`config.mk`:
```
export PLATFORM = sky130hd
export DESIGN_NAME = slad_ctrl
export DESIGN_NICKNAME = d
export VERILOG_FILES = /design/src/design/slad_pkg.sv /design/src/design/slad_ctrl.sv
export SDC_FILE = /design/constraint.sdc
export NUM_CORES = 1
export LEC_CHECK = 0
export ABC_AREA = 1
export BUFFER_PORTS_ARGS = -buffer_cell sky130_fd_sc_hd__buf_2
export CORE_AREA = 3 3 40 42
export DETAILED_ROUTE_END_ITERATION = 7
export DIE_AREA = 0 0 43 45
export PLACE_DENSITY = 0.54
export SYNTH_ARGS = -nofsm -noshare
export SYNTH_HDL_FRONTEND = slang
export SYNTH_SLANG_ARGS = --single-unit
```
`constraint.sdc`:
```
create_clock -name clk -period 1.2 [get_ports clk]
set_input_delay 0.24 -clock clk [delete_from_list [all_inputs] [get_ports clk]]
set_output_delay 0.24 -clock clk [all_outputs]
set_load 0.02 [all_outputs]
```
`src/design/slad_pkg.sv`:
```
// ============================================================================
// slad_pkg
// Shared types and constants for the sequential list with append and delete.
// ============================================================================
package slad_pkg;

  localparam int CAPACITY_DEF    = 256;
  localparam int ENTRY_WIDTH_DEF = 32;

  localparam int OP_W   = 2;
  localparam int POS_W  = 9;
  localparam int DATA_W = 32;
  localparam int STAT_W = 2;
  localparam int LEN_W  = 9;

  // Operation codes.
  localparam logic [OP_W-1:0] OP_APPEND = 2'd0;
  localparam logic [OP_W-1:0] OP_DELETE = 2'd1;
  localparam logic [OP_W-1:0] OP_READ   = 2'd2;

  // Status codes.
  localparam logic [STAT_W-1:0] STAT_OK      = 2'd0;
  localparam logic [STAT_W-1:0] STAT_FULL    = 2'd1;
  localparam logic [STAT_W-1:0] STAT_ILLEGAL = 2'd2;

  typedef enum logic [2:0] {
    S_IDLE,
    S_DECODE,
    S_READ_WAIT,
    S_SHIFT,
    S_DONE
  } slad_state_t;

  // Commands from the controller to the datapath.
  typedef struct packed {
    logic load;
    logic decode;
    logic append_wr;
    logic read_issue;
    logic read_take;
    logic del_init;
    logic shift;
    logic del_last;
  } slad_cmd_t;

  // Status from the datapath to the controller.
  typedef struct packed {
    logic is_append;
    logic is_delete;
    logic is_read;
    logic full;
    logic illegal;
    logic shift_more;
    logic wpend;
  } slad_stat_t;

endpackage

```
`src/design/slad_ctrl.sv`:
```
// ============================================================================
// slad_ctrl
// Controller state machine that sequences one list operation at a time.
// ============================================================================
module slad_ctrl (
  input  logic                  clk,
  input  logic                  rst,
  input  logic                  start,
  input  slad_pkg::slad_stat_t  stat,
  output slad_pkg::slad_cmd_t   cmd,
  output logic                  busy,
  output logic                  done
);

  slad_pkg::slad_state_t state;
  slad_pkg::slad_state_t state_next;

  always_ff @(posedge clk) begin
    if (rst) begin
      state <= slad_pkg::S_IDLE;
    end else begin
      state <= state_next;
    end
  end

  always_comb begin
    state_next = state;
    unique case (state)
      slad_pkg::S_IDLE: begin
        if (start) begin
          state_next = slad_pkg::S_DECODE;
        end
      end
      slad_pkg::S_DECODE: begin
        priority if (stat.is_read && !stat.illegal) begin
          state_next = slad_pkg::S_READ_WAIT;
        end else if (stat.is_delete && !stat.illegal) begin
          state_next = slad_pkg::S_SHIFT;
        end else begin
          state_next = slad_pkg::S_DONE;
        end
      end
      slad_pkg::S_READ_WAIT: begin
        state_next = slad_pkg::S_DONE;
      end
      slad_pkg::S_SHIFT: begin
        if (!stat.shift_more && !stat.wpend) begin
          state_next = slad_pkg::S_DONE;
        end
      end
      slad_pkg::S_DONE: begin
        state_next = slad_pkg::S_IDLE;
      end
      default: begin
        state_next = slad_pkg::S_IDLE;
      end
    endcase
  end

  always_comb begin
    cmd  = '0;
    busy = 1'b1;
    done = 1'b0;
    unique case (state)
      slad_pkg::S_IDLE: begin
        busy     = 1'b0;
        cmd.load = start;
      end
      slad_pkg::S_DECODE: begin
        cmd.decode     = 1'b1;
        cmd.append_wr  = stat.is_append && !stat.full;
        cmd.read_issue = stat.is_read && !stat.illegal;
        cmd.del_init   = stat.is_delete && !stat.illegal;
      end
      slad_pkg::S_READ_WAIT: begin
        cmd.read_take = 1'b1;
      end
      slad_pkg::S_SHIFT: begin
        cmd.shift    = 1'b1;
        cmd.del_last = !stat.shift_more && !stat.wpend;
      end
      slad_pkg::S_DONE: begin
        done = 1'b1;
      end
      default: begin
        busy = 1'b1;
      end
    endcase
  end

endmodule

```
After elaboration in Yosys (flattened, before gate mapping)
Index checks and enable logic that the tools add are counted.
{"block": "totals", "input_bits": 10, "out_inout_bits": 10, "word_cells": 29, "register_bits": 3}
{"block": "op_classes", "n_eq_ne": 6, "muxes": 12, "n_reduce_logical": 10}
{"cell": "$mux W3", "count": 5}
{"cell": "$pmux W3 S4", "count": 1}
{"cell": "$eq A3 B2 Y1 const B", "count": 2}
{"cell": "$mux W1", "count": 5}
{"cell": "$logic_and A1 B1 Y1", "count": 4}
{"cell": "$logic_not A1 Y1", "count": 4}
{"cell": "$ne A2 B2 Y1 const B", "count": 2}
{"cell": "$eq A3 B1 Y1 const B", "count": 1}
{"cell": "$eq A3 B3 Y1 const B", "count": 1}
{"cell": "$logic_not A3 Y1", "count": 1}
{"cell": "$mux W2", "count": 1}
{"cell": "$reduce_and A2 Y1", "count": 1}

Depth between registers and ports, before layout
Gate-level depths: netlist of run 1.
{"block": "depth", "ltp_word": 5, "depth_mapped": 6, "mapped_depth_nobuf": 6}

Worst setup path before layout of run 1
No wires, ideal clock.
{"block": "synth_path", "path_kind": "register -> output", "startpoint": "register state[2]", "endpoint": "output port cmd[5] (netlist bit)", "stages_incl_launch_ff": 6, "required_ns": 0.960, "slack_ns": -0.075, "arrival_ns": 1.035, "cell_sequence": "dfxtp_1 -> inv_2 -> nand3_1 -> inv_2 -> nand2_1 -> nor2_1"}
{"element": "start: declaration", "line_no": "slad_ctrl.sv:15", "text": "slad_pkg::slad_state_t state;"}
{"element": "start signal: assignment", "line_no": "slad_ctrl.sv:20", "text": "state <= slad_pkg::S_IDLE;"}
{"element": "start signal: assignment", "line_no": "slad_ctrl.sv:22", "text": "state <= state_next;"}
{"element": "end: declaration", "line_no": "slad_ctrl.sv:10", "text": "output slad_pkg::slad_cmd_t cmd,"}

==> results.toml, run 1 <==
[finish]
max_flop_register = "state"
multi_input_area_um2 = 190.2
largest_reg_flops = 3
area_delta_synth_final_pct = 110.9
final_layout_size_suffix_gt1_share_pct = 58.90
fill_cells = 146
final_nets = 84
diodes = 0
reg_top3 = "state x3"
regArea_um2 = 68.82
final_area_um2 = 509.2
layout_common_cells = "nand2_1, buf_4, buf_2"

[worst_setup_path]
cp.required_ps = 960
crit_path_start_kind = "register"
rr_endpoint = "state[0]$_SDFFE_PP0P_"
worst-setup-path-type = "register to output pin"
r2r_cells = 6
rr_startpoint = "state[0]$_SDFFE_PP0P_"
cp-end-kind = "output pin"
reg2reg_slack_ps = 230
crit_path_max_fanout = 4
cp_data_arrival_time_ps = 1070

[logic_synthesis]
yosysWarningCount = 0
netlist.area_leader.share_pct = 24.87
yosysSeqAreaShare_pct = 24.87
syn_area_um2 = 241.5
ys_types = 13
yosysTopAreaCell = "dfxtp_1"
yosys_register_bits = 3
netlist_top_cells_area = "dfxtp_1, nand2_1, nor2_1, inv_1, inv_2"
syn_nets = 55
syn_inst = 45
avgSynthCellArea_um2 = 5.366

[cts]
htree_levels = 1
cts_max_path_buffers = 2
clkLatencyLatePin_ps = 230
cts_tree = "built"
clk_pin_slew_ps = 40
cts_made_buffers = 3
clock-root-buffer = "clkbuf_4"
holdBufCountCts = 0
cts_sinks = 3

[sta]
fmax_mhz = 765.2
grt_setup_unrepaired = "true"
tns_ps = -468.0
skew_ps = 0.1333
finalCriticalPeriod_ps = 1307
worst_slew_pin_slew_ps = 149.7
maxSlewHeadroom_pct = 89.99
setup_viol = 8
fin_crit_sh_pct = 108.9
setup_ws_ps = -106.8
maxSlewViolCount = 0
holdWs_ps = 171.5
finalHoldViolations = 0

[grt]
grt_max_degree = 6
overflow = 0
grt_pass1_wl_um = 1207
antenna_found_initial = 0
gr-usage-all-layers_pct = 8.486
grt_pass1_vias = 331

[power_and_ir_drop]
ir_drop_mv = 0.4327
power.density_mw_per_mm2 = 1005
p_leak_nw = 0.2820

[floorplan]
ioPinCount = 20
fp-row-count = 13
die_h_um = 45
start_util_pct = 18.79
core_mm2 = 0.001285
die_area_mm2 = 0.001935
dieWidth_um = 43

[hold_path]
hp-class = "primary input to register"
min_from = "rst"
min_to = "state[1]$_SDFFE_PP0P_"
min_path_cells = 2

[placement]
place_congestion = 0.7292
hpwlAfterDp_um = 599.3
io_buffers = 19
dpl_cell_area_um2 = 380.4

[drt]
routedWlPerCell_um = 8.636
vias = 363
drt_iter0_markers = 2
via_per_inst = 4.125
postRouteAntennaNets = 0
firstDrtPassIters = 3
drc = 0
wl_um = 760

[run_status]
status = "finished with violations"
violations = "setup timing"

[job]
max_cap_violations = 0
cell type report:
type                            count  area share, %
Multi-Input combinational cell     33          37.35
Timing Repair Buffer               24          33.17
Sequential cell                     3          13.51
Inverter                            9          7.125
Clock buffer                        4          5.160
Tap cell                           15          3.686
routing by layer:
metal	routed length [um]	part of all wire, %	vias up	track usage, %
met1	277	36	163	7.933
met2	420	55	10	15.57
met4	0	0	0	7.229
met5	0	0	-	0
li1	-	-	190	-
met3	62	8.2	0	1.992
metrics by stage:
step	cells	setup slack (ps)	total power [mW]	util (%)
2_1_floorplan	45	0.4787	0.2267	-
3_3_place_gp	82	57.03	0.2885	29.60
3_5_place_dp	82	42.75	0.2905	29.60
4_1_cts	87	-104.3	0.5047	37.20
5_1_grt	88	-152.3	0.5475	39.63
6_report	88	-106.8	0.5120	39.63
synthesized netlist by cell type, drive strengths merged:
cell type,number
nand3b,1
nand2,14
inv,9
nor3,2
a21oi,1
nand4,1
nor2,11
nand3,3
dfxtp,3
worst max path at each step:
| stage | from | endpoint | slack (ps) | cells past startpoint |
|---|---|---|---|---|
| final | state[1]$_SDFFE_PP0P_ | cmd[7] | -110 | 5 |
| after global routing | state[1]$_SDFFE_PP0P_ | cmd[7] | -150 | 5 |
| after CTS | state[2]$_SDFFE_PP0P_ | cmd[5] | -100 | 6 |
| after detailed placement | state[0]$_SDFFE_PP0P_ | cmd[5] | 40 | 5 |
| after global placement | state[0]$_SDFFE_PP0P_ | cmd[5] | 60 | 5 |
| after floorplan | state[2]$_SDFFE_PP0P_ | cmd[5] | 0.5 | 5 |
worst max-delay path: stages, from the launching register on:
cell and delay, ps:
dfxtp_4 350, inv_4 70, buf_6 100, nand3_4 80, nor2_1 110, buf_4 140
where the power goes:
group,total (mW),internal (mW),switching (mW)
registers,0.126,0.111,0.0147
logic,0.214,0.0959,0.118
clock network,0.172,0.124,0.0480
total,0.512,0.331,0.181
cell families (layout without fill, tap and decap cells):
group	after synthesis	after routing	share of synthesized area (%)
buf+inv	9	37	13.99
simple gates	32	32	59.08
flops	3	3	24.87
compound gates	1	1	2.071
what timing repair did:
item	in CTS	in global routing
buffers inserted	1	1
setup endpoints to repair	10	10
resized for setup	21	7
pin swaps	1	3
gates cloned	0	0
(Power assumes the default switching activity.)
==> run 2: changes to the inputs <==
--- a/config.mk
+++ b/config.mk
@@ -5,12 +5,12 @@
 export SDC_FILE = /design/constraint.sdc
 export NUM_CORES = 1
 export LEC_CHECK = 0
-export ABC_AREA = 1
 export BUFFER_PORTS_ARGS = -buffer_cell sky130_fd_sc_hd__buf_2
 export CORE_AREA = 3 3 40 42
 export DETAILED_ROUTE_END_ITERATION = 7
 export DIE_AREA = 0 0 43 45
 export PLACE_DENSITY = 0.54
+export RECOVER_POWER = 100
 export SYNTH_ARGS = -nofsm -noshare
 export SYNTH_HDL_FRONTEND = slang
 export SYNTH_SLANG_ARGS = --single-unit
==> run 2 against run 1 <==
Net effect:
- the flow still finishes with violations (setup timing)
- register-to-register slack worse by 270 ps
- wire length is 30% higher
- combinational power is 22% lower
- die area stayed put
- final cell count is 13% lower
- clock skew is 0.85 ps higher
- global-route usage is 2.1 points higher
- non-clock buffer count is 5 higher
- clock power hardly changed
- sequential share of layout area is 1.7 points lower
- critical endpoint unchanged
- largest cell class unchanged
- largest power group is now clock
- highest routed layer is now met4
==> results.toml, run 2 <==
[finish]
final_area_um2 = 601.8
layout_common_cells = "buf_4, buf_2, buf_6"
layout_commonest_cell = "buf_4"
max_flop_register = "state"
largest_reg_flops = 3
fin_cells = 77
area_delta_synth_final_pct = 144.2
diodes = 0
reg_top3 = "state x3"
final_layout_size_suffix_gt1_share_pct = 79.03
final_nets = 73

[logic_synthesis]
yosysSeqAreaShare_pct = 24.37
syn_nets = 40
synth.most_common_cell = "nor2_1"
syn_area_um2 = 246.5
netlist_top_cells_area = "dfxtp_1, nor4b_4, nor2_1, and2_2, buf_6"
synthTopCellsByCount = "nor2_1, dfxtp_1, and2_2, inv_1"
synth_edf_count = 0
yosys_register_bits = 3
ys_types = 21
yosysWarningCount = 0
syn_inst = 30
avgSynthCellArea_um2 = 8.216
synth_top_flop_cell = "dfxtp_1"
yosysTopAreaCell = "dfxtp_1"
netlist.area_leader.share_pct = 24.37
synthArstFlopShare_pct = 0

[grt]
gr-usage-all-layers_pct = 10.56
grt_pass1_vias = 381
grt_max_degree = 6
overflow = 0
antenna_found_initial = 0
grt_pass1_wl_um = 1462

[run_status]
status = "finished with violations"
violations = "setup timing"

[sta]
grt_setup_unrepaired = "true"
finalCriticalPeriod_ps = 1441
maxSlewHeadroom_pct = 78.05
setup_ws_ps = -241.2
fmax_mhz = 693.8
holdWs_ps = 255.9
maxSlewViolCount = 0
finalHoldViolations = 0
skew_ps = 0.9812
setup_viol = 11
tns_ps = -1687
worst_slew_pin_slew_ps = 328.5
fin_crit_sh_pct = 120.1

[floorplan]
die_area_mm2 = 0.001935
die_h_um = 45
start_util_pct = 19.18
ioPinCount = 20
core_mm2 = 0.001285
dieWidth_um = 43
fp-row-count = 13

[drt]
drt_iter0_markers = 6
postRouteAntennaNets = 0
wl_um = 985
routedWlPerCell_um = 12.79
via_per_inst = 4.805
vias = 370
firstDrtPassIters = 4
drc = 0

[worst_setup_path]
slowest_stage = "or3_4"
cp-end-kind = "output pin"
crit_path_start_kind = "register"
slowest_delay_ps = 410
worst-setup-path-type = "register to output pin"
crit_path_max_fanout = 5
cp.required_ps = 960
crit_chain = "or3_4, nor2_4, buf_6"
cp_data_arrival_time_ps = 1200

[cts]
cts_sinks = 3
htree_levels = 1
clk_pin_slew_ps = 30
cts_max_path_buffers = 2
cts_made_buffers = 3
cts_tree = "built"
clkLatencyLatePin_ps = 230
clock-root-buffer = "clkbuf_4"
holdBufCountCts = 0

[power_and_ir_drop]
p_leak_nw = 0.2604
ir_drop_mv = 0.3719
power.density_mw_per_mm2 = 750.1
p_total_mw = 0.4514

[placement]
io_buffers = 19
placed_cells = 70
dpl_cell_area_um2 = 435.4
hpwlAfterDp_um = 718.1
place_congestion = 0.7309

[job]
max_cap_violations = 0

[hold_path]
hp-class = "primary input to register"
run 2: metrics by stage:
stage | setup slack, ps | util, %
floorplan | -58.82 | -
global placement | -69.64 | 33.89
detailed placement | -92.22 | 33.89
CTS | -234.4 | 44.21
global route | -297.3 | 46.84
finish | -241.2 | 46.84
run 2: worst paths after layout:
check | startpoint | endpoint | slack (ps) | cells past startpoint
setup / recovery | state[2]$_SDFFE_PP0P_ | cmd[7] | -240 | 3
hold / removal | rst | state[0]$_SDFFE_PP0P_ | 260 | 2
setup reg to reg | state[1]$_SDFFE_PP0P_ | state[2]$_SDFFE_PP0P_ | -40 | 4
hold reg to reg | state[2]$_SDFFE_PP0P_ | state[0]$_SDFFE_PP0P_ | 610 | 2
run 2: logic make-up after synthesis:
group           count (synthesis)  share of synthesized area, %
simple gates                   17                         45.69
compound gates                  7                         22.34
flops                           3                         24.37
buf+inv                         3                         7.615
run 2: area by class of cell:
| cell class | count | area [um2] |
|---|---|---|
| fill | 140 | 683.2 |
| multi-input combinational | 24 | 256.5 |
| timing repair buffer | 29 | 221.5 |
| sequential | 3 | 71.32 |
| clock buffer | 4 | 26.28 |
| tap | 15 | 18.77 |
| inverter | 2 | 7.507 |
run 2: where the power goes:
group	internal (mW)	switching, mW	total (mW)
Clock	0.124	0.0487	0.173
Sequential	0.102	0.00899	0.111
Combinational	0.0870	0.0804	0.167
Total	0.313	0.138	0.451
run 2: repair_timing:
action                                  in CTS  in global routing
endpoints found under the setup margin      12                 12
resized for setup                           32                  3
pin swaps                                    9                  7
setup buffers                                1                  2
run 2: routing by layer:
layer	GRT usage (%)	vias to the layer above	wire, um
met3	3.586	3	105
met2	19.46	22	536
li1	-	180	-
met1	9.113	165	322
met4	9.036	0	20
met5	0	-	0
run 2: critical path, delay by kind of cell (launching register included):
family / cells / cell delay, ps
buffers and inverters: 1 / 120
flip-flops: 1 / 350
AND/OR/NAND/NOR: 2 / 500
==> run 3: changes to the inputs <==
--- a/config.mk
+++ b/config.mk
@@ -9,7 +9,7 @@
 export CORE_AREA = 3 3 40 42
 export DETAILED_ROUTE_END_ITERATION = 7
 export DIE_AREA = 0 0 43 45
-export PLACE_DENSITY = 0.54
+export PLACE_DENSITY = 0.56
 export RECOVER_POWER = 100
 export SYNTH_ARGS = -nofsm -noshare
 export SYNTH_HDL_FRONTEND = slang
==> constraint.sdc (replaced) <==
create_clock -name clk -period 1.3 [get_ports clk]
set_input_delay 0.26 -clock clk [delete_from_list [all_inputs] [get_ports clk]]
set_output_delay 0.26 -clock clk [all_outputs]
set_load 0.02 [all_outputs]
==> run 3 against run 2 <==
Net effect:
- the flow still finishes with violations (setup timing)
- core utilization down 5.9 points
- sequential share of layout area up 1.7 points
- register-to-register slack better by 120 ps
- combinational power down 21%
- die area unchanged
- clock skew up 6.7 ps
- global-route usage down 0.68 points
- largest power group unchanged
- highest routed layer is now met3
==> results.toml, run 3 (synthesis results as in run 2) <==
[run_status]
status = "finished with violations"
violations = "setup timing"

[sta]
worst_slew_pin_slew_ps = 377.8
grt_setup_unrepaired = "true"
setup_ws_ps = -181.0
fmax_mhz = 675.2
setup_viol = 7
finalHoldViolations = 0
skew_ps = 7.669
maxSlewHeadroom_pct = 74.16
maxSlewViolCount = 0
finalCriticalPeriod_ps = 1481
fin_crit_sh_pct = 113.9

[power_and_ir_drop]
ir_drop_mv = 0.2850
power.density_mw_per_mm2 = 774.3
p_leak_nw = 0.2356

[floorplan]
die_h_um = 45
core_mm2 = 0.001285
fp-row-count = 13
start_util_pct = 19.18
ioPinCount = 20
dieWidth_um = 43
die_area_mm2 = 0.001935

[worst_setup_path]
cp_data_arrival_time_ps = 1220
crit_path_max_fanout = 6
crit_path_start_kind = "register"
reg2reg_slack_ps = 80
cp-end-kind = "output pin"
worst-setup-path-type = "register to output pin"
cp.required_ps = 1040

[cts]
cts_max_path_buffers = 2
cts_sinks = 3
clock-root-buffer = "clkbuf_4"
clkLatencyLatePin_ps = 240
cts_tree = "built"
clk_pin_slew_ps = 40
holdBufCountCts = 0
cts_made_buffers = 3
htree_levels = 1

[hold_path]
hp-class = "primary input to register"

[grt]
gr-usage-all-layers_pct = 9.876
use_met1_pct = 10.74
grt.met2_usage_pct = 14.97
grt-busiest-layer = "met2"
grt_pass1_wl_um = 1366
overflow = 0
antenna_found_initial = 0
grt_use_met3_pct = 3.586
grt_max_degree = 8
grt_pass1_vias = 327

[finish]
final_layout_size_suffix_gt1_share_pct = 73.68
fin_util_pct = 40.90
multi_input_area_um2 = 234.0
diodes = 0
largest_reg_flops = 3
reg_top3 = "state x3"
max_flop_register = "state"
final_nets = 68
layout_common_cells = "buf_2, buf_4, buf_6"
fill_cells = 139
layout_commonest_cell = "buf_2"
area_delta_synth_final_pct = 113.2
fin_cells = 72
regArea_um2 = 71.32

[placement]
io_buffers = 19
place_congestion = 0.6963
placed_cells = 67
hpwlAfterDp_um = 639.6

[drt]
postRouteAntennaNets = 0
firstDrtPassIters = 4
drt_iter0_markers = 4
vias = 324
routedWlPerCell_um = 11.21
via_per_inst = 4.500
wl_um = 807
drc = 0

[job]
max_cap_violations = 0
[run 3: cell types whose count changed in the layout (fill, tap and decap cells not counted), sizes merged]
cell  previous run  this run
buf             29        24
[run 3: worst max-delay path: stages (launching register included)]
cell,delay [ps]
dfxtp_4,360
nand2b_4,180
nor4b_4,250
buf_4,180
[run 3: area by class of cell]
class                           count  area share, %
Tap cell                           15          3.571
Timing Repair Buffer               24          31.90
Clock buffer                        4          5.000
Inverter                            2          1.429
Sequential cell                     3          13.57
Multi-Input combinational cell     24          44.52
[run 3: metrics by stage]
stage / power (mW) / instance area [um2] / setup WS, ps / hold slack [ps] / setup TNS [ps]
2_1_floorplan: 0.1640 / 270.3 / -44.95 / 336.8 / -44.95
3_3_place_gp: 0.2076 / 402.9 / 2.435 / 482.8 / 0
3_5_place_dp: 0.2087 / 402.9 / -9.622 / 486.5 / -16.28
4_1_cts: 0.4001 / 461.7 / -197.0 / 224.9 / -1335
5_1_grt: 0.4371 / 525.5 / -253.0 / 241.2 / -1659
6_report: 0.4069 / 525.5 / -181.0 / 235.9 / -1120
[run 3: final timing paths]
check	from	end	depth (start not counted)
max reg2reg	state[1]$_SDFFE_PP0P_	state[0]$_SDFFE_PP0P_	4
min	rst	state[2]$_SDFFE_PP0P_	2
max	state[2]$_SDFFE_PP0P_	cmd[5]	3
min reg2reg	state[2]$_SDFFE_PP0P_	state[2]$_SDFFE_PP0P_	1
[run 3: routing by layer]
layer  wire length [um]  part of all wire, %  up-vias
li1                   -                    -      164
met1                323                   40      142
met2                377                   47       18
met3                105                   13        0
met4                  0                    0        0
met5                  0                    0        -
[run 3: what timing repair did]
item                       4_1_cts  5_1_grt
resized for setup               11       15
setup endpoints to repair       11       13
pin swaps                        1        4
buffers inserted                 0        1
[run 3: report_power, final]
| part | leakage, nW | switching, mW | internal, mW |
|---|---|---|---|
| Clock | 0.0150 | 0.0555 | 0.116 |
| Sequential | 0.0267 | 0.00966 | 0.0940 |
| Combinational | 0.194 | 0.0642 | 0.0680 |
| Total | 0.236 | 0.129 | 0.278 |
